## src/hw/rtl/scrc_pkg.sv

```systemverilog
package scrc_pkg;

    localparam int CordicSteps = 32;
    localparam int WorkWidth = 40;
    localparam int AngleWidth = 34;
    localparam int CoordFracBits = 14;

    localparam logic [1:0] RegionEven = 2'd0;
    localparam logic [1:0] RegionOdd = 2'd1;
    localparam logic [1:0] RegionLine = 2'd2;

    localparam logic [1:0] CfgAzimuthCells = 2'd0;
    localparam logic [1:0] CfgPolarCells = 2'd1;
    localparam logic [1:0] CfgPolarBand = 2'd2;
    localparam logic [1:0] CfgAzimuthBand = 2'd3;

    typedef struct packed {
        logic signed [WorkWidth-1:0] ax;
        logic signed [WorkWidth-1:0] ay;
        logic signed [AngleWidth-1:0] aang;
        logic signed [WorkWidth-1:0] px;
        logic signed [WorkWidth-1:0] py;
        logic signed [AngleWidth-1:0] pang;
        logic az_zero;
        logic pol_pole;
        logic pol_north;
    } cordic_data_t;

    function automatic logic [31:0] atan_turn(input int i);
        logic [31:0] t;
        case (i)
            0: t = 32'h20000000;
            1: t = 32'h12E4051E;
            2: t = 32'h09FB385B;
            3: t = 32'h051111D4;
            4: t = 32'h028B0D43;
            5: t = 32'h0145D7E1;
            6: t = 32'h00A2F61E;
            7: t = 32'h00517C55;
            8: t = 32'h0028BE53;
            9: t = 32'h00145F2F;
            10: t = 32'h000A2F98;
            11: t = 32'h000517CC;
            12: t = 32'h00028BE6;
            13: t = 32'h000145F3;
            14: t = 32'h0000A2FA;
            15: t = 32'h0000517D;
            16: t = 32'h000028BE;
            17: t = 32'h0000145F;
            18: t = 32'h00000A30;
            19: t = 32'h00000518;
            20: t = 32'h0000028C;
            21: t = 32'h00000146;
            22: t = 32'h000000A3;
            23: t = 32'h00000051;
            24: t = 32'h00000029;
            25: t = 32'h00000014;
            26: t = 32'h0000000A;
            27: t = 32'h00000005;
            28: t = 32'h00000003;
            29: t = 32'h00000001;
            30: t = 32'h00000001;
            default: t = 32'h00000000;
        endcase
        return t;
    endfunction

endpackage

```

## src/hw/rtl/scrc_cordic_cell.sv

```systemverilog
module scrc_cordic_cell #(
    parameter int Step = 0
) (
    input  logic                      clk,
    input  logic                      rst_n,
    input  logic                      in_valid,
    input  scrc_pkg::cordic_data_t    in_data,
    output logic                      out_valid,
    output scrc_pkg::cordic_data_t    out_data
);

    localparam logic signed [scrc_pkg::AngleWidth-1:0] Turn =
        $signed({2'b00, scrc_pkg::atan_turn(Step)});

    scrc_pkg::cordic_data_t data_next;
    scrc_pkg::cordic_data_t data_reg;
    logic                   valid_reg;

    always_comb
    begin
        data_next = in_data;
        if (!in_data.ay[scrc_pkg::WorkWidth-1])
        begin
            data_next.ax = in_data.ax + (in_data.ay >>> Step);
            data_next.ay = in_data.ay - (in_data.ax >>> Step);
            data_next.aang = in_data.aang + Turn;
        end
        else
        begin
            data_next.ax = in_data.ax - (in_data.ay >>> Step);
            data_next.ay = in_data.ay + (in_data.ax >>> Step);
            data_next.aang = in_data.aang - Turn;
        end
        if (!in_data.py[scrc_pkg::WorkWidth-1])
        begin
            data_next.px = in_data.px + (in_data.py >>> Step);
            data_next.py = in_data.py - (in_data.px >>> Step);
            data_next.pang = in_data.pang + Turn;
        end
        else
        begin
            data_next.px = in_data.px - (in_data.py >>> Step);
            data_next.py = in_data.py + (in_data.px >>> Step);
            data_next.pang = in_data.pang - Turn;
        end
    end

    always_ff @(posedge clk or negedge rst_n)
    begin
        if (!rst_n)
        begin
            valid_reg <= 1'b0;
        end
        else
        begin
            valid_reg <= in_valid;
        end
    end

    always_ff @(posedge clk)
    begin
        data_reg <= data_next;
    end

    assign out_valid = valid_reg;
    assign out_data = data_reg;

endmodule

```

## config.mk

```make
export PLATFORM = sky130hd
export DESIGN_NAME = scrc_cordic_cell
export DESIGN_NICKNAME = d
export VERILOG_FILES = /design/src/hw/rtl/scrc_pkg.sv /design/src/hw/rtl/scrc_cordic_cell.sv
export SDC_FILE = /design/constraint.sdc
export NUM_CORES = 1
export LEC_CHECK = 0
export BUFFER_PORTS_ARGS = -buffer_cell sky130_fd_sc_hd__buf_2
export CAP_MARGIN = 10
export CORE_MARGIN = 2
export CORE_UTILIZATION = 45
export CTS_BUF_LIST = sky130_fd_sc_hd__clkbuf_8
export CTS_CLUSTER_DIAMETER = 80
export DETAILED_ROUTE_END_ITERATION = 7
export PLACE_DENSITY = 0.68
export SLEW_MARGIN = 20
export SYNTH_ARGS = -nofsm -noshare
export SYNTH_HDL_FRONTEND = slang
export SYNTH_SLANG_ARGS = --single-unit
```

## constraint.sdc

```tcl
create_clock -name clk -period 1.4 [get_ports clk]
set_clock_uncertainty 0.1 [all_clocks]
set_input_delay 0.14 -clock clk [delete_from_list [all_inputs] [get_ports clk]]
set_output_delay 0.14 -clock clk [all_outputs]
set_load 0.05 [all_outputs]
```

==> results of run 1 <==
[Yosys cell counts (all sizes together) (16+ instances only)]
master,number,area [sq um]
ha,266,3330
nor2b,17,106
nand4,39,244
o31ai,33,262
nor4,22,138
o211ai,23,173
a31oi,22,153
o21bai,62,469
o21ai,170,858
mux2i,56,561
a211oi,20,150
nand2,136,510
buf,28,121
dfxtp,229,4580
a21o,54,405
clkbuf,79,297
xor2,20,175
inv,249,935
nand3,27,135
xnor2,141,1230
a21oi,316,1590
nor3,45,225
nor2,209,785
o21a,25,188
nand2b,16,100
[repair_timing]
item	CTS
setup endpoints to repair	367
resized for setup	642
pin swaps	266
hold endpoints to repair	123
cloned	0
buffers inserted	128
hold buffers	117
[metrics by stage]
step                      utilization  hold WS (ns)  cells
after global placement          0.719        -0.184   4337
after detailed placement        0.719        -0.182   4337
after floorplan                     -        -0.256   2484
after CTS                       0.857      0.000116   4638
[logic make-up after synthesis]
kind of cell	share of synthesized area
and+or+nand+nor	0.130
AOI/OAI and AO/OA	0.275
xor gates and xnor gates	0.0731
adders and majority gates	0.181
muxes	0.0296
buffers and inverters	0.0725
DFF	0.239
[metal layers]
layer / track usage / GRT overflow
met4: 1.03 / 450
met5: 0.503 / 2
met3: 0.781 / 40
met1: 0.846 / 35
met2: 1.09 / 986
==> results.md, run 1 <==
- The flow did not finish.
- The run ended at 5_1_grt.
- The tool reported: "[ERROR GRT-0232] Routing congestion too high. Check the congestion heatmap in the GUI".
- The number of enable flip-flop cells after synthesis is 0.
- The total number of yosys warnings is 0.
- After legalization and detailed placement, the total HPWL measured 78000 um.
- Summed over all layers, the global routing overflow is approximately 1500.
- The cell area after synthesis is 19300 sq um.
- The post-synthesis sequential area ratio is 0.239.
- For this design, the sink count on the clock tree is 230.
- Of all flip-flops after synthesis, the portion carrying an async set or reset was 0.00435.
- The maximum clock path buffer count is 3.
- The number of standard cells after synthesis is 2484.
- The initial cell density of the core is 0.458.
- The total global-route track usage is 0.914.
- Synthesis inferred 230 register bits.
- The number of H-tree levels is 2.
- The placer congestion estimate is 1.04.
- The classification of the worst endpoint is a register data pin.
- The horizontal extent of the die is between 200 and 250 um.
- 466 I/O pins were placed.
- The row count is 75.
- The synthesized area per cell is 7.77 sq um.
- The worst-path endpoint after global-route repair_timing is out_data[228]$_DFF_P_/D.
- The count of buffers inserted at the top-level ports is around 470.
- The distinct cell type count after synthesis is 80.
- The area of placed instances is a little over 30000 sq um.
- The most used flip-flop cell after synthesis is sky130_fd_sc_hd__dfxtp_1.
- The tree is rooted in a sky130_fd_sc_hd__clkbuf_8.
- OpenSTA, run right after detailed placement, puts the worst setup slack at -1.82 ns.
- When the netlist entered floorplanning its net count stood at 2992.
- The largest net degree at the start of global routing is 37.
- The number of clock buffers inserted by TritonCTS is 42.
- The die is 211 um tall.
==> run 2, diff against run 1 <==
- CORE_UTILIZATION: 45 -> 30
- CTS_BUF_LIST: sky130_fd_sc_hd__clkbuf_8 -> unset
- CTS_CLUSTER_DIAMETER: 80 -> unset
- PLACE_DENSITY: 0.68 -> unset
- PLACE_DENSITY_LB_ADDON: unset -> 0.15
==> run 2 against run 1 <==
The flow now finishes, with violations (setup timing). Synthesized cell count stayed put. Synthesized area did not move.
==> results.md, run 2 <==
- The flow ran to the end, but the final reports show violations.
- The checks that failed: setup timing.
- The y dimension of the die is 258 um (+22%).
- The number of clock sinks is 230 (unchanged).
- Counting instances, the worst hold path has a depth of 4.
- The net total in the final layout is 4620.
- The number of enable flip-flop cells after synthesis was 0 (unchanged).
- Setup violations remaining at the end of the flow were counted as 292.
- Setup slack on the critical path of the routed design comes to -1.12 ns.
- Entering global routing, the biggest net connects 28 pins.
- In the layout the commonest cells are sky130_fd_sc_hd__buf_4, sky130_fd_sc_hd__buf_2, sky130_fd_sc_hd__dfxtp_1.
- After the flow finishes, the layout carries non-filler instances totaling between 4000 and 5000.
- The clock-pin slew of the registers on the worst-case setup and hold paths is 0.07 ns.
- The synthesized area per cell is 7.77 sq um (unchanged).
- Before antenna repair, the detailed router went through 5 iterations.
- The post-synthesis sequential area ratio was 0.239 (unchanged).
- The clock tree root driver cell is sky130_fd_sc_hd__clkbuf_16.
- sky130_fd_sc_hd__a21oi_1 is the most common cell in the netlist.
- The category of the most critical setup path is in -> reg.
- In the global route stage, overall resource usage came out at 0.289.
- In the synthesized netlist, the cells that appear most often are sky130_fd_sc_hd__a21oi_1, sky130_fd_sc_hd__ha_1, sky130_fd_sc_hd__inv_1, sky130_fd_sc_hd__dfxtp_1, sky130_fd_sc_hd__nor2_1.
- The total I/O pin count is 466 (unchanged).
- The worst min-delay path startpoint is in_data[221].
- Across all hold checks on the routed design, the worst slack comes to 0.00323 ns.
- Of the cells placed in the final design, the portion with a size suffix greater than 1 is 0.548.
- The cell at the slowest stage of the critical path is sky130_fd_sc_hd__a211o_1.
- The most frequent standard cell in the layout excluding fill and tap cells is sky130_fd_sc_hd__buf_4.
- The final cycle utilization of the critical path is 1.80.
- The post-synth net total was 2992 (unchanged).
- The via count of the first global-routing pass is ~26000.
- The maximum clock path buffer count is 3 (unchanged).
- After the first detailed-routing iteration, the DRC count stood at between 1500 and 2000.
- The detail-routed via count per cell is around 5.
- The routed design could run at a clock period as short as 2.52 ns.
- The number of failing hold endpoints at the final stage is 0.
- The overall routed net length is approximately 100000 um.
- The worst ir drop on vdd is 0.00112 V.
- The total overflow left after global routing is 0.
- The path class of the tightest hold or removal check is in -> reg.
- The horizontal extent of the die is 258 um (+22%).
- The area share of the largest cell type after synthesis is 0.238 (unchanged).
- The delay of the slowest critical-path stage is about 0.4 ns.
- After synthesis, the cell types taking the most area are sky130_fd_sc_hd__dfxtp_1, sky130_fd_sc_hd__ha_1, sky130_fd_sc_hd__a21oi_1.
- The global-route wire length before repair is 150000 um.
- Walking the worst path, the cells encountered are buf_8 > buf_6 > ha_4 > fa_2 > nor2b_4 > o21bai_4 > a21oi_4 > buf_6 > o211ai_1 > a21oi_2 > a211o_1 > a21oi_4 > o31a_1 > o31a_1 > xnor2_1.
- The area of the core is around 63000 sq um.
- The number of placed instances, taps included is 4670 (+7.7%).
- The distinct cell type count after synthesis came to 80 (unchanged).
- The die area is about 66000 sq um.
- The count of buffers inserted at the top-level ports is 465 (unchanged).
- Of all nets on the critical path, the largest fanout is 3.
- The type of origin of the critical path is a primary input.
- The arrival time reported for the critical path endpoint is ~2.9 ns.
- The flip-flop count of the largest register, all copies and words added is 229.
- The hold path endpoint is out_data[181].
- The area overhead of the layout relative to synthesis is 98.0%.
- The number of H-tree levels is 1 (-1).
- The number of clock buffers inserted by TritonCTS is 30 (-29%).
- The largest total area in the synthesized netlist belongs to sky130_fd_sc_hd__dfxtp_1.
- In the routed design, unresolved DRC markers number 0.
- The normalized max-slew margin is 0.516.
- The placer congestion estimate is 0.960 (-7.6%).
- The critical path's top delay family is compound AO/OA/AOI/OAI gates.
- The critical path runs through a total of 15 cells.
- The fraction of registers with async set or reset after synthesis was 0.00435 (unchanged).
- The timing startpoint of the critical path is in_data[77].
- The number of standard cells after synthesis came to 2484 (unchanged).
- The total number of yosys warnings is 0 (unchanged).
- Summed over all cells, the static leakage comes to between 15 and 20 nW.
- The cell area after synthesis is 19300 sq um (unchanged).
- The number of max-slew violations in the final report is 0.
- The final HPWL from detailed placement came to 81400 um (+4.4%).
- At the worst endpoint, the required time is 1.82 ns.
- The buffers plus inverters on the worst setup path is 3.
- The most instantiated flip-flop cell in the synthesis netlist is sky130_fd_sc_hd__dfxtp_1.
- The number of maximum-capacitance violations is 0.
- The filler cells instantiated in the layout total about 5600.
- The endpoint type of the worst setup path is a register.
- The detailed-route wire length per cell is 20.3 um.
- The initial antenna violation count is 11.
- The core occupancy in the finished layout is 0.603.
- Once detail routing completed, the nets flagged for antenna violations numbered 0.
- TritonCTS built the clock tree.
- Timing would allow up to slightly below 0.4 GHz.
- The minimum setup slack after placement is -2.15 ns (-0.327 ns).
- The initial cell density of the core is 0.305 (-0.153).
- The synthesized flop and latch total came to 230 (unchanged).
- Setup repair after global routing could not meet its margin everywhere.
- The total via count in the routed design is 24900.
- The transition time at the pin with the least slew margin is 0.720 ns.
- The row count is 92 (+23%).
- The power density over the cells is roughly 1000 nW/um^2.
-- run 2: cell counts after synthesis --
No cell type changed its count.
-- run 2: tightest hold or removal path, stage by stage --
cell and delay (ns):
sky130_fd_sc_hd__buf_2 0.11, sky130_fd_sc_hd__ha_4 0.16, sky130_fd_sc_hd__buf_4 0.16, sky130_fd_sc_hd__xnor2_1 0.08
-- run 2: area by class of cell --
cell class	instances	area [sq um]	area share
Timing Repair Buffer	1703	12900	0.338
Tap cell	846	1060	0.0277
Clock buffer	36	803	0.0210
Clock inverter	19	310	0.00813
Sequential cell	230	4610	0.121
Multi-Input combinational cell	1886	17300	0.454
Inverter	261	1140	0.0299
Antenna cell	3	7.51	0.000197
-- run 2: logic make-up after synthesis --
| kind of cell | Yosys count | share of synthesized area |
|---|---|---|
| xor+xnor | 161 | 0.0731 |
| flops | 230 | 0.239 |
| buf+inv | 368 | 0.0725 |
| simple gates | 549 | 0.130 |
| compound gates | 845 | 0.275 |
| mux | 57 | 0.0296 |
| fa+ha+maj | 274 | 0.181 |
-- run 2: what timing repair did --
action,in CTS,in global routing
gates resized for setup,627,258
cloned,1,0
pin swaps,276,225
setup buffers,137,71
endpoints found under the hold margin,109,2
hold buffers,97,1
setup endpoints to repair,370,376
-- run 2: worst max-delay path by stage --
stage                          to  slack (ns)
global route         out_data[69]       -1.16
global placement     out_data[68]       -2.12
finish               out_data[73]       -1.12
floorplan            out_data[73]       -1.17
detailed placement  out_data[114]       -2.15
CTS                 out_data[115]       -1.16
-- run 2: stage by stage --
stage	setup TNS, ns	instance area, sq um	power [mW]
after floorplan	-94.40	20700	18.5
after detailed placement	-203.33	30800	26.1
after CTS	-96.35	36700	37.5
final	-93.72	38200	38.3
after global routing	-110.05	38200	39.9
after global placement	-201.46	30800	26.1
-- run 2: where the power goes --
group | switching, mW | internal [mW]
registers | 0.517 | 7.82
clock network | 3.41 | 5.41
logic | 12.6 | 8.57
total | 16.5 | 21.8
-- run 2: metal layers --
metal	vias to the layer above	wire length [um]	GRT usage
met4	12	2080	0.0609
met1	12000	45300	0.389
li1	12000	-	-
met3	123	6200	0.0443
met2	785	47400	0.488
met5	-	82	0
No activity file was read; power rests on OpenSTA's default activity.
