`src/hw/rtl/scrc_isqrt_cell.sv`:
```
module scrc_isqrt_cell #(
    parameter int Width = 32,
    parameter int Step = 0
) (
    input  logic             clk,
    input  logic             rst_n,
    input  logic             in_valid,
    input  logic [Width-1:0] in_rem,
    input  logic [Width-1:0] in_root,
    input  logic [47:0]      in_side,
    output logic             out_valid,
    output logic [Width-1:0] out_rem,
    output logic [Width-1:0] out_root,
    output logic [47:0]      out_side
);

    localparam logic [Width-1:0] Bit = Width'(1) << (Width - 2 - 2 * Step);

    logic [Width-1:0] rem_next;
    logic [Width-1:0] root_next;
    logic             valid_reg;
    logic [Width-1:0] rem_reg;
    logic [Width-1:0] root_reg;
    logic [47:0]      side_reg;

    always_comb
    begin
        if (in_rem >= in_root + Bit)
        begin
            rem_next = in_rem - (in_root + Bit);
            root_next = (in_root >> 1) + Bit;
        end
        else
        begin
            rem_next = in_rem;
            root_next = in_root >> 1;
        end
    end

    always_ff @(posedge clk or negedge rst_n)
    begin
        if (!rst_n)
        begin
            valid_reg <= 1'b0;
        end
        else
        begin
            valid_reg <= in_valid;
        end
    end

    always_ff @(posedge clk)
    begin
        rem_reg <= rem_next;
        root_reg <= root_next;
        side_reg <= in_side;
    end

    assign out_valid = valid_reg;
    assign out_rem = rem_reg;
    assign out_root = root_reg;
    assign out_side = side_reg;

endmodule

```
`config.mk`:
```
export PLATFORM = sky130hd
export DESIGN_NAME = scrc_isqrt_cell
export DESIGN_NICKNAME = d
export VERILOG_FILES = /design/src/hw/rtl/scrc_isqrt_cell.sv
export SDC_FILE = /design/constraint.sdc
export NUM_CORES = 1
export LEC_CHECK = 0
export ABC_AREA = 0
export BUFFER_PORTS_ARGS = -buffer_cell sky130_fd_sc_hd__buf_4
export CAP_MARGIN = 5
export CORE_MARGIN = 1
export CORE_UTILIZATION = 46
export DETAILED_ROUTE_END_ITERATION = 8
export PLACE_DENSITY = 0.78
export SLEW_MARGIN = 5
export SYNTH_ARGS = -nofsm -noshare
export SYNTH_HDL_FRONTEND = slang
export SYNTH_SLANG_ARGS = --single-unit
```
`constraint.sdc`:
```
create_clock -name clk -period 0.8 [get_ports clk]
set_clock_uncertainty 0.15 [all_clocks]
set_input_delay 0.12 -clock clk [delete_from_list [all_inputs] [get_ports clk]]
set_output_delay 0.12 -clock clk [all_outputs]
set_load 0.01 [all_outputs]
```
==> metrics.txt, run 1 <==
status aborted with a tool error; failing step clock tree synthesis; Log Error [ERROR DPL-0038] Utilization greater than 100%, impossible to legalize; Starting Density 0.478; register area share after synthesis 0.483; Mapped Nets 639; Die Span X around 100 um; Post-synth EDFFs 0; Sink Count 113; hold_buf cts 103; Setup Fix Bufs, Post-CTS 26; die height roughly 100 um; H-tree Lvls 4; Num CTS Buffers 17; Post-DP Area 7540 um2; Unique masters post-synth 59; Top FF cell, synth dfxtp_1; IO Pins 228; Post-synth ARST share 0.00885; FP Rows 36; DPL Wire Length 12100 um; yosys warns 0; port bufs 227; CTS root buffer clkbuf_8; CTS max path bufs 2; Mapped Avg Cell Area 9.57 um2; Mapped Area around 4700 um2; routability cong. 0.889; CTS resizes 293; Mapped Cells 491; Yosys reg bits 113
[synth_stat cells (all sizes together), types with 7 or more instances]
cell type | number | area [um2]
dfxtp | 112 | 2240
a21oi | 44 | 243
nor2 | 43 | 161
inv | 41 | 154
nand2 | 39 | 146
ha | 32 | 400
o21ai | 20 | 100
a21o | 14 | 105
xnor2 | 14 | 123
nand3 | 12 | 60.1
buf | 11 | 92.6
and3 | 9 | 56.3
xor2 | 9 | 78.8
a31oi | 8 | 50.1
a211oi | 7 | 52.6
[logic make-up after synthesis]
| logic type | share of synthesized area |
|---|---|
| DFF | 0.483 |
| xor gates and xnor gates | 0.0429 |
| and+or+nand+nor | 0.138 |
| AOI/OAI and AO/OA | 0.190 |
| muxes | 0.00240 |
| adders and majority gates | 0.0895 |
| buffers and inverters | 0.0549 |
[per-stage QoR]
step           TNS [ps]  setup slack (ps)  std cells  hold slack [ps]
2_1_floorplan    -50500             -1600        491             -326
3_3_place_gp     -58130             -1790        954             -252
3_5_place_dp     -60160             -1900        954             -252
==> inputs of run 2 (changes only) <==
Settings changed: CORE_UTILIZATION 46 to 33, PLACE_DENSITY 0.78 to default, PLACE_DENSITY_LB_ADDON from default to 0.15.
==> metrics.txt, run 2 <==
status complete, but fails checks (was aborted with a tool error); failing checks hold timing, setup timing; Combinational Power Share 0.323; vias in the first global route 5735; Synth area leaders dfxtp_1 48%, ha_1 8.5%, a21oi_1 4.3%, nor2_1 3.4%, inv_1 3.3% (unchanged); CP startpoint kind primary input; DRT Pass-1 Iters 5; highest-delay cell along the critical path fa_2; Unique masters post-synth 59 (unchanged); Worst Max-Slew Pin Slew 350 ps; Mapped Nets 639 (unchanged); first-pass GRT wire length 28900 um; minimum clock period 2120 ps; commonest non-fill, non-tap cells in the layout 233 x buf_4, 125 x buf_6, 111 x dfxtp_2; WL per Instance 17.2 um; H-tree Lvls 4 (unchanged); Top FF cell, synth dfxtp_1 (unchanged); port bufs 227 (unchanged); largest net degree at the start of global routing 23; final std cells w/o fill 1152; Slew Limit Fails 0; CTS max path bufs 2 (unchanged); yosys warns 0 (unchanged); max reg flops 48; CP peak stage delay about 350 ps; routability cong. 0.859 (was 0.889); Area Growth Syn to Fin 124%; DRT iter0 DRCs 250; Final Util 0.757; Mapped Avg Cell Area 9.57 um2 (unchanged); fmax 471 MHz; critical path required time 950 ps; Yosys top cell area share 0.477 (unchanged); hold path endpoint out_rem[4]; DPL Wire Length 12000 um (was 12100 um); crit path capture type register; worst hold margin -189 ps; Setup violations, final 147; Mapped Area 4700 um2 (unchanged); Vias/cell 4.80; fin nets 1107; antenna violations before repair 0; Post-synth EDFFs 0 (unchanged); Sink Count 113 (unchanged); Multi-input gate area 2830 um2; Fin. Hold Viols 19; most common cell after layout, fill and taps aside buf_4; pre-CTS setup slack -1830 ps (was -1900 ps); Yosys reg bits 113 (unchanged); Die Span X 121 um (was 103 um); Register Area ~2400 um2; Inserted Diodes 0; most common cell in the synthesized netlist dfxtp_1 (unchanged); Int Pwr 0.0142 W; layout cell share with drive strength beyond 1 0.652; GR Util All Layers 0.259; fin crit share 2.65; power share of the clock group 0.351; CP arrival 2280 ps; unrepaired setup endpoints after global routing true; post-synth top area cell dfxtp_1 (unchanged); CP cell instances buf_8, inv_8, ha_4, fa_2, nor2b_2, o31a_1, o221ai_2, a21boi_4, o211ai_4, buf_6, buf_4, a22o_2, o21ai_2, nor3_2; leakage 4.87 nW; antenna-violating nets left 0; max_cap viols 0; critical setup path kind primary input to register; die height 121 um (was 103 um); fin area 10500 um2; Num CTS Buffers 17 (unchanged); Mapped Cells 491 (unchanged); clk slew on worst S/H paths 60 ps; Min-Delay Path Class primary input to register; Post-synth ARST share 0.00885 (unchanged); CP Max Fanout 4; Total Wirelength 19800 um; vias 5530; switching power total 0.00604 W; fill count 871; top cells by count, synth 112 x dfxtp_1, 43 x nor2_1, 41 x inv_1 (unchanged); register area share after synthesis 0.483 (unchanged); CTS root buffer clkbuf_16 (was clkbuf_8); Min-Delay Startpoint in_rem[4]; Starting Density 0.338 (was 0.478); Final TNS setup -76990 ps; max_slew headroom 0.765; Post-DP Area 7620 um2 (was 7540 um2); core area ~14000 um2; part of the power in registers 0.326; gr ovfl total 0; placed insts 1003 (was 954); VDD IR-drop max 1480 uV; final setup margin -1320 ps; DRC viols 0; hold_buf cts 94 (was 103); sw frac 0.298; CTS tree yes; power per cell area 1930 nW/um2; die area 14700 um2; FP Rows 43 (was 36); hold depth 2; IO Pins 228 (unchanged)
-- run 2: cell families (layout without fill, tap and decap cells) --
kind of cell	after synthesis	in the layout	synth area share
multiplexers	1	1	0.00240
AO/OA/AOI/OAI	131	131	0.190
adder cells (fa/ha/maj)	33	33	0.0895
AND/OR/NAND/NOR	135	135	0.138
XOR/XNOR	23	23	0.0429
buffers and inverters	55	536	0.0549
flip-flops	113	113	0.483
-- run 2: area by class of cell --
type	count	area share
Clock buffer	19	0.0431
Multi-Input combinational cell	323	0.269
Clock inverter	13	0.00988
Inverter	41	0.0168
Timing Repair Buffer	463	0.411
Tap cell	180	0.0214
Sequential cell	113	0.229
-- run 2: power by group through the flow --
stage	Clock (W)	Combinational, W	Sequential [W]
CTS	0.00715	0.00600	0.00655
finish	0.00711	0.00655	0.00660
floorplan	0	0.00199	0.00675
global route	0.00745	0.00698	0.00664
global placement	0	0.00470	0.00648
detailed placement	0	0.00473	0.00648
-- run 2: through the flow --
step | hold WS, ps | power (W)
CTS | -212 | 0.0197
finish | -189 | 0.0203
floorplan | -326 | 0.00874
global route | -200 | 0.0211
global placement | -255 | 0.0112
detailed placement | -254 | 0.0112
-- run 2: how the worst max path moves through the flow --
| stage | start | end | slack, ps | cells past startpoint |
|---|---|---|---|---|
| global route | in_rem[0] | out_rem[30] | -1390 | 14 |
| global placement | in_root[7] | out_rem[29] | -1780 | 12 |
| floorplan | in_rem[0] | out_rem[29] | -1600 | 11 |
| detailed placement | in_rem[0] | out_rem[24] | -1830 | 12 |
| CTS | in_rem[12] | out_rem[24] | -1260 | 12 |
| finish | in_rem[0] | out_rem[30] | -1320 | 14 |
-- run 2: worst max-delay path: cells and delay by family --
kind,cells,cell delay [ps]
compound gates,6,1040
fa+ha+maj,2,500
buf+inv,4,400
simple gates,2,210
-- run 2: per-layer routing --
| layer | GRT usage | vias up | wire, um |
|---|---|---|---|
| met5 | 0 | - | 0 |
| met4 | 0.0995 | 0 | 552 |
| met3 | 0.0653 | 43 | 1380 |
| met2 | 0.481 | 238 | 10500 |
| met1 | 0.278 | 2595 | 7400 |
| li1 | - | 2654 | - |
-- run 2: what timing repair did --
action / in CTS / in global routing
pin swaps: 37 / 14
buffers inserted: 14 / 7
resized for setup: 281 / 83
endpoints found under the setup margin: 147 / 148
endpoints found under the hold margin: 113 / 19
gates cloned: 1 / 2
No activity file was read; power rests on OpenSTA's default activity.
==> inputs of run 3 (changes only) <==
Settings changed: PLACE_DENSITY from default to 0.61, PLACE_DENSITY_LB_ADDON 0.15 to default.
==> metrics.txt, run 3 (synthesized netlist as in run 2, its figures left out) <==
crit path capture type register (unchanged); CTS tree yes (unchanged); power per cell area 1970 nW/um2 (was 1930 nW/um2); unrepaired setup endpoints after global routing true (unchanged); hold_buf cts 93 (was 94); Worst Max-Slew Pin Slew 395 ps (was 350 ps); DRT Pass-1 Iters 5 (unchanged); most common cell after layout, fill and taps aside buf_4 (unchanged); max_slew headroom 0.734 (was 0.765); power share of the clock group 0.363 (was 0.351); vias 5570 (was 5530); Num CTS Buffers 17 (unchanged); core area 13900 um2 (unchanged); antenna-violating nets left 0 (unchanged); WL per Instance 18.4 um (was 17.2 um); DRC viols 0 (unchanged); CTS max path bufs 2 (unchanged); sw frac 0.294 (was 0.298); Vias/cell 4.82 (was 4.80); vias in the first global route 5858 (was 5735); worst hold margin -184 ps (was -189 ps); critical path required time 1000 ps (was 950 ps); die height 121 um (unchanged); Min-Delay Path Class primary input to register (unchanged); FP Rows 43 (unchanged); VDD IR-drop max 1600 uV (was 1480 uV); first-pass GRT wire length 30900 um (was 28900 um); Slew Limit Fails 0 (unchanged); die area 14700 um2 (unchanged); antenna violations before repair 0 (unchanged); DRT iter0 DRCs 245 (was 250); final setup margin -1410 ps (was -1320 ps); fin nets 1110 (was 1107); port bufs 227 (unchanged); switching power total 0.00615 W (was 0.00604 W); CTS root buffer clkbuf_16 (unchanged); highest-delay cell along the critical path or4_1 (was fa_2); leakage 4.89 nW (was 4.87 nW); clk slew on worst S/H paths 60 ps (about the same); GR Util All Layers 0.274 (was 0.259); Inserted Diodes 0 (unchanged); gr ovfl total 0 (unchanged); Setup violations, final 147 (unchanged); Int Pwr 0.0148 W (was 0.0142 W); fin crit share 2.76 (was 2.65); commonest non-fill, non-tap cells in the layout 234 x buf_4, 128 x buf_6, 109 x dfxtp_2 (was 233 x buf_4, 125 x buf_6, 111 x dfxtp_2); critical setup path kind primary input to register (unchanged); failing checks hold timing, setup timing (unchanged); Fin. Hold Viols 21 (was 19); status complete, but fails checks (unchanged); max reg flops 48 (unchanged); DPL Wire Length 12100 um (was 12000 um); largest net degree at the start of global routing 17 (was 23); CP peak stage delay 460 ps (was 350 ps); routability cong. 0.860 (was 0.859); Starting Density 0.338 (unchanged); max_cap viols 0 (unchanged); Total Wirelength 21200 um (was 19800 um); CP Max Fanout 5 (was 4); part of the power in registers 0.316 (was 0.326); fmax 452 MHz (was 471 MHz); minimum clock period 2210 ps (was 2120 ps); Area Growth Syn to Fin 126% (was 124%); Sink Count 113 (unchanged); Die Span X 121 um (unchanged); IO Pins 228 (unchanged); layout cell share with drive strength beyond 1 0.649 (was 0.652); H-tree Lvls 4 (unchanged); CP arrival 2410 ps (was 2280 ps); Combinational Power Share 0.322 (was 0.323); CP cell instances buf_8, inv_8, ha_4, fa_2, nor2b_2, o31a_1, o221ai_2, a21boi_4, o211ai_4, and2_4, or4_1, nand3_1 (was buf_8, inv_8, ha_4, fa_2, nor2b_2, o31a_1, o221ai_2, a21boi_4, o211ai_4, buf_6, buf_4, a22o_2, o21ai_2, nor3_2); CP startpoint kind primary input (unchanged); Final TNS setup -79140 ps (was -76990 ps)
-- run 3: worst max-delay path, delay by kind of cell --
family                     cells  cell delay, ps
AOI/OAI and AO/OA              4             720
adders and majority gates      2             530
buffers and inverters          2             120
and+or+nand+nor                4             910
-- run 3: path summary, 6_finish.rpt --
kind	start	endpoint	slack, ps	cells past startpoint
max	in_rem[0]	out_rem[31]	-1410	12
min	in_rem[31]	out_rem[31]	-180	3
max in group asynchronous	rst_n	out_valid	550	2
min in group asynchronous	rst_n	out_valid	-130	2
-- run 3: metrics by stage --
stage	worst slack, ps	utilization	cells	power [W]	area, um2
after floorplan	-1600	-	491	0.00874	4920
after global placement	-1810	0.551	1009	0.0112	7650
after detailed placement	-1850	0.551	1009	0.0112	7650
after CTS	-1280	0.735	1151	0.0202	10200
after global routing	-1440	0.764	1155	0.0218	10600
final	-1410	0.764	1155	0.0209	10600
-- run 3: final cells by class --
type / count / area [um2]
repair buffers: 465 / 4330
well taps: 180 / 225
clock buffers: 19 / 443
inverters: 41 / 179
fillers: 833 / 3280
multi-input cells: 324 / 2880
flip-flops and latches: 113 / 2400
clock inverters: 13 / 140
-- run 3: per-layer routing --
metal  vias up  part of all wire  GRT usage
met1      2646              0.39      0.310
met2       222              0.52      0.500
li1       2663                 -          -
met3        39             0.073     0.0677
met4         0             0.023     0.0864
met5         -                 0          0
-- run 3: what timing repair did --
item,in CTS,in global routing
gates resized for setup,265,103
endpoints found under the setup margin,147,148
pin swaps,39,32
gates cloned,2,2
endpoints found under the hold margin,113,21
setup buffers,16,4
-- run 3: power groups by stage --
stage | registers [W] | logic [W] | clock network [W]
final | 0.00661 | 0.00674 | 0.00759
after global routing | 0.00664 | 0.00715 | 0.00801
after CTS | 0.00655 | 0.00610 | 0.00754
after detailed placement | 0.00648 | 0.00475 | 0
after global placement | 0.00647 | 0.00474 | 0
after floorplan | 0.00675 | 0.00199 | 0
==> inputs of run 4 (changes only) <==
Settings changed: CORE_ASPECT_RATIO from default to 0.5, SETUP_SLACK_MARGIN from default to 0.02.
==> metrics.txt, run 4 (synthesized netlist as in run 2, its figures left out) <==
VDD IR-drop max 1380 uV (was 1600 uV); CP arrival 2420 ps (was 2410 ps); Sink Count 113 (unchanged); Fin. Hold Viols 21 (unchanged); largest net degree at the start of global routing 26 (was 17); DRT iter0 DRCs 250 (was 245); die height 86.4 um (was 121 um); vias 5404 (was 5570); Die Span X 171 um (was 121 um); sw frac 0.301 (was 0.294); antenna violations before repair 0 (unchanged); Area Growth Syn to Fin 120% (was 126%); Slew Limit Fails 0 (unchanged); CP Max Fanout 5 (unchanged); FP Rows 30 (was 43); CTS max path bufs 2 (unchanged); die area 14700 um2 (about the same); final setup margin -1420 ps (was -1410 ps); CTS root buffer clkbuf_16 (unchanged); first-pass GRT wire length 25800 um (was 30900 um); CP startpoint kind primary input (unchanged); CTS tree yes (unchanged); clk slew on worst S/H paths 70 ps (was 60 ps); core area 13700 um2 (was 13900 um2); Worst Max-Slew Pin Slew 320 ps (was 395 ps); critical path required time 1010 ps (was 1000 ps); fin crit share 2.77 (was 2.76); Num CTS Buffers 17 (unchanged); max_slew headroom 0.785 (was 0.734); leakage 4.80 nW (was 4.89 nW); status complete, but fails checks (unchanged); switching power total 0.00620 W (was 0.00615 W); Setup violations, final 147 (unchanged); Int Pwr 0.0144 W (was 0.0148 W); part of the power in registers 0.320 (was 0.316); DRT Pass-1 Iters 4 (was 5); fmax 451 MHz (was 452 MHz); vias in the first global route 5350 (was 5858); minimum clock period 2220 ps (was 2210 ps); Min-Delay Path Class primary input to register (unchanged); DPL Wire Length 11200 um (was 12100 um); GR Util All Layers 0.224 (was 0.274); pre-CTS setup slack -1870 ps (was -1850 ps); Starting Density 0.342 (was 0.338); DRC viols 0 (unchanged); crit path capture type register (unchanged); H-tree Lvls 4 (unchanged); failing checks hold timing, setup timing (unchanged); routability cong. 0.880 (was 0.860); max_cap viols 0 (unchanged); WL per Instance 16.0 um (was 18.4 um); Vias/cell 4.69 (was 4.82); Combinational Power Share 0.309 (was 0.322); max reg flops 48 (unchanged); Inserted Diodes 0 (unchanged); antenna-violating nets left 0 (unchanged); Total Wirelength 18500 um (was 21200 um); gr ovfl total 0 (unchanged); power per cell area 1990 nW/um2 (was 1970 nW/um2); worst hold margin -177 ps (was -184 ps); port bufs 227 (unchanged); power share of the clock group 0.372 (was 0.363); Final Power 0.0206 W (was 0.0209 W); IO Pins 228 (unchanged); unrepaired setup endpoints after global routing true (unchanged); fin nets 1096 (was 1110); most common cell after layout, fill and taps aside buf_4 (unchanged); layout cell share with drive strength beyond 1 0.621 (was 0.649); commonest non-fill, non-tap cells in the layout 220 x buf_4, 128 x buf_6, 106 x dfxtp_2 (was 234 x buf_4, 128 x buf_6, 109 x dfxtp_2); critical setup path kind primary input to register (unchanged)
==> run 4: cell count changes in the layout (fill, tap and decap cells not counted), sizes merged <==
cell | before | now
bufbuf | 1 | 0
clkinvlp | 4 | 3
bufinv | 2 | 1
clkinv | 7 | 0
dlygate4sd3 | 92 | 94
buf | 371 | 354
inv | 41 | 52
==> run 4: final timing paths <==
check | startpoint | end | slack (ps) | cells past startpoint
min in group asynchronous | rst_n | out_valid | 390 | 3
max in group asynchronous | rst_n | out_valid | 30 | 3
worst max-delay path | in_rem[0] | out_rem[29] | -1420 | 12
worst min-delay path | in_rem[25] | out_rem[25] | -180 | 2
==> run 4: final cells by class <==
cell class / instances / area (um2)
inverters: 41 / 179
fillers: 906 / 3390
repair buffers: 451 / 4220
clock buffers: 17 / 425
well taps: 192 / 240
clock inverters: 15 / 161
flip-flops and latches: 113 / 2400
multi-input cells: 324 / 2730
==> run 4: repair_timing <==
| item | CTS | global route |
|---|---|---|
| endpoints found under the setup margin | 147 | 147 |
| hold buffers | 93 | 1 |
| setup buffers | 5 | 5 |
| pin swaps | 21 | 16 |
| gates resized for setup | 203 | 130 |
| cloned | 0 | 5 |
| endpoints found under the hold margin | 114 | 22 |
==> run 4: power by group through the flow <==
| stage | combinational, W | sequential (W) | clock [W] |
|---|---|---|---|
| final | 0.00635 | 0.00658 | 0.00764 |
| after global routing | 0.00677 | 0.00662 | 0.00811 |
| after CTS | 0.00562 | 0.00651 | 0.00776 |
| after detailed placement | 0.00473 | 0.00647 | 0 |
| after global placement | 0.00469 | 0.00646 | 0 |
| after floorplan | 0.00199 | 0.00675 | 0 |
==> run 4: critical path, cell delays in order <==
cell and delay [ps]:
buf_8 90, inv_8 30, ha_4 150, fa_2 360, nor2b_2 160, o31a_1 220, o221ai_2 140, a21boi_4 260
o211ai_4 120, and2_4 200, or4_1 470, nand3_1 100
==> run 4: routing by layer <==
metal	up-vias	track usage	share of wire	wire length [um]
met4	0	0.0762	0.012	227
met3	18	0.0452	0.053	973
met1	2589	0.265	0.42	7690
li1	2633	-	-	-
met2	164	0.406	0.52	9580
met5	-	0	0	0
==> run 4: stage by stage <==
step / instances / TNS [ps] / utilization / cell area (um2)
finish: 1153 / -77830 / 0.754 / 10400
global route: 1153 / -82480 / 0.754 / 10400
CTS: 1142 / -76390 / 0.718 / 9860
detailed placement: 1013 / -60130 / 0.556 / 7630
global placement: 1013 / -58520 / 0.556 / 7630
floorplan: 491 / -50500 / - / 4920
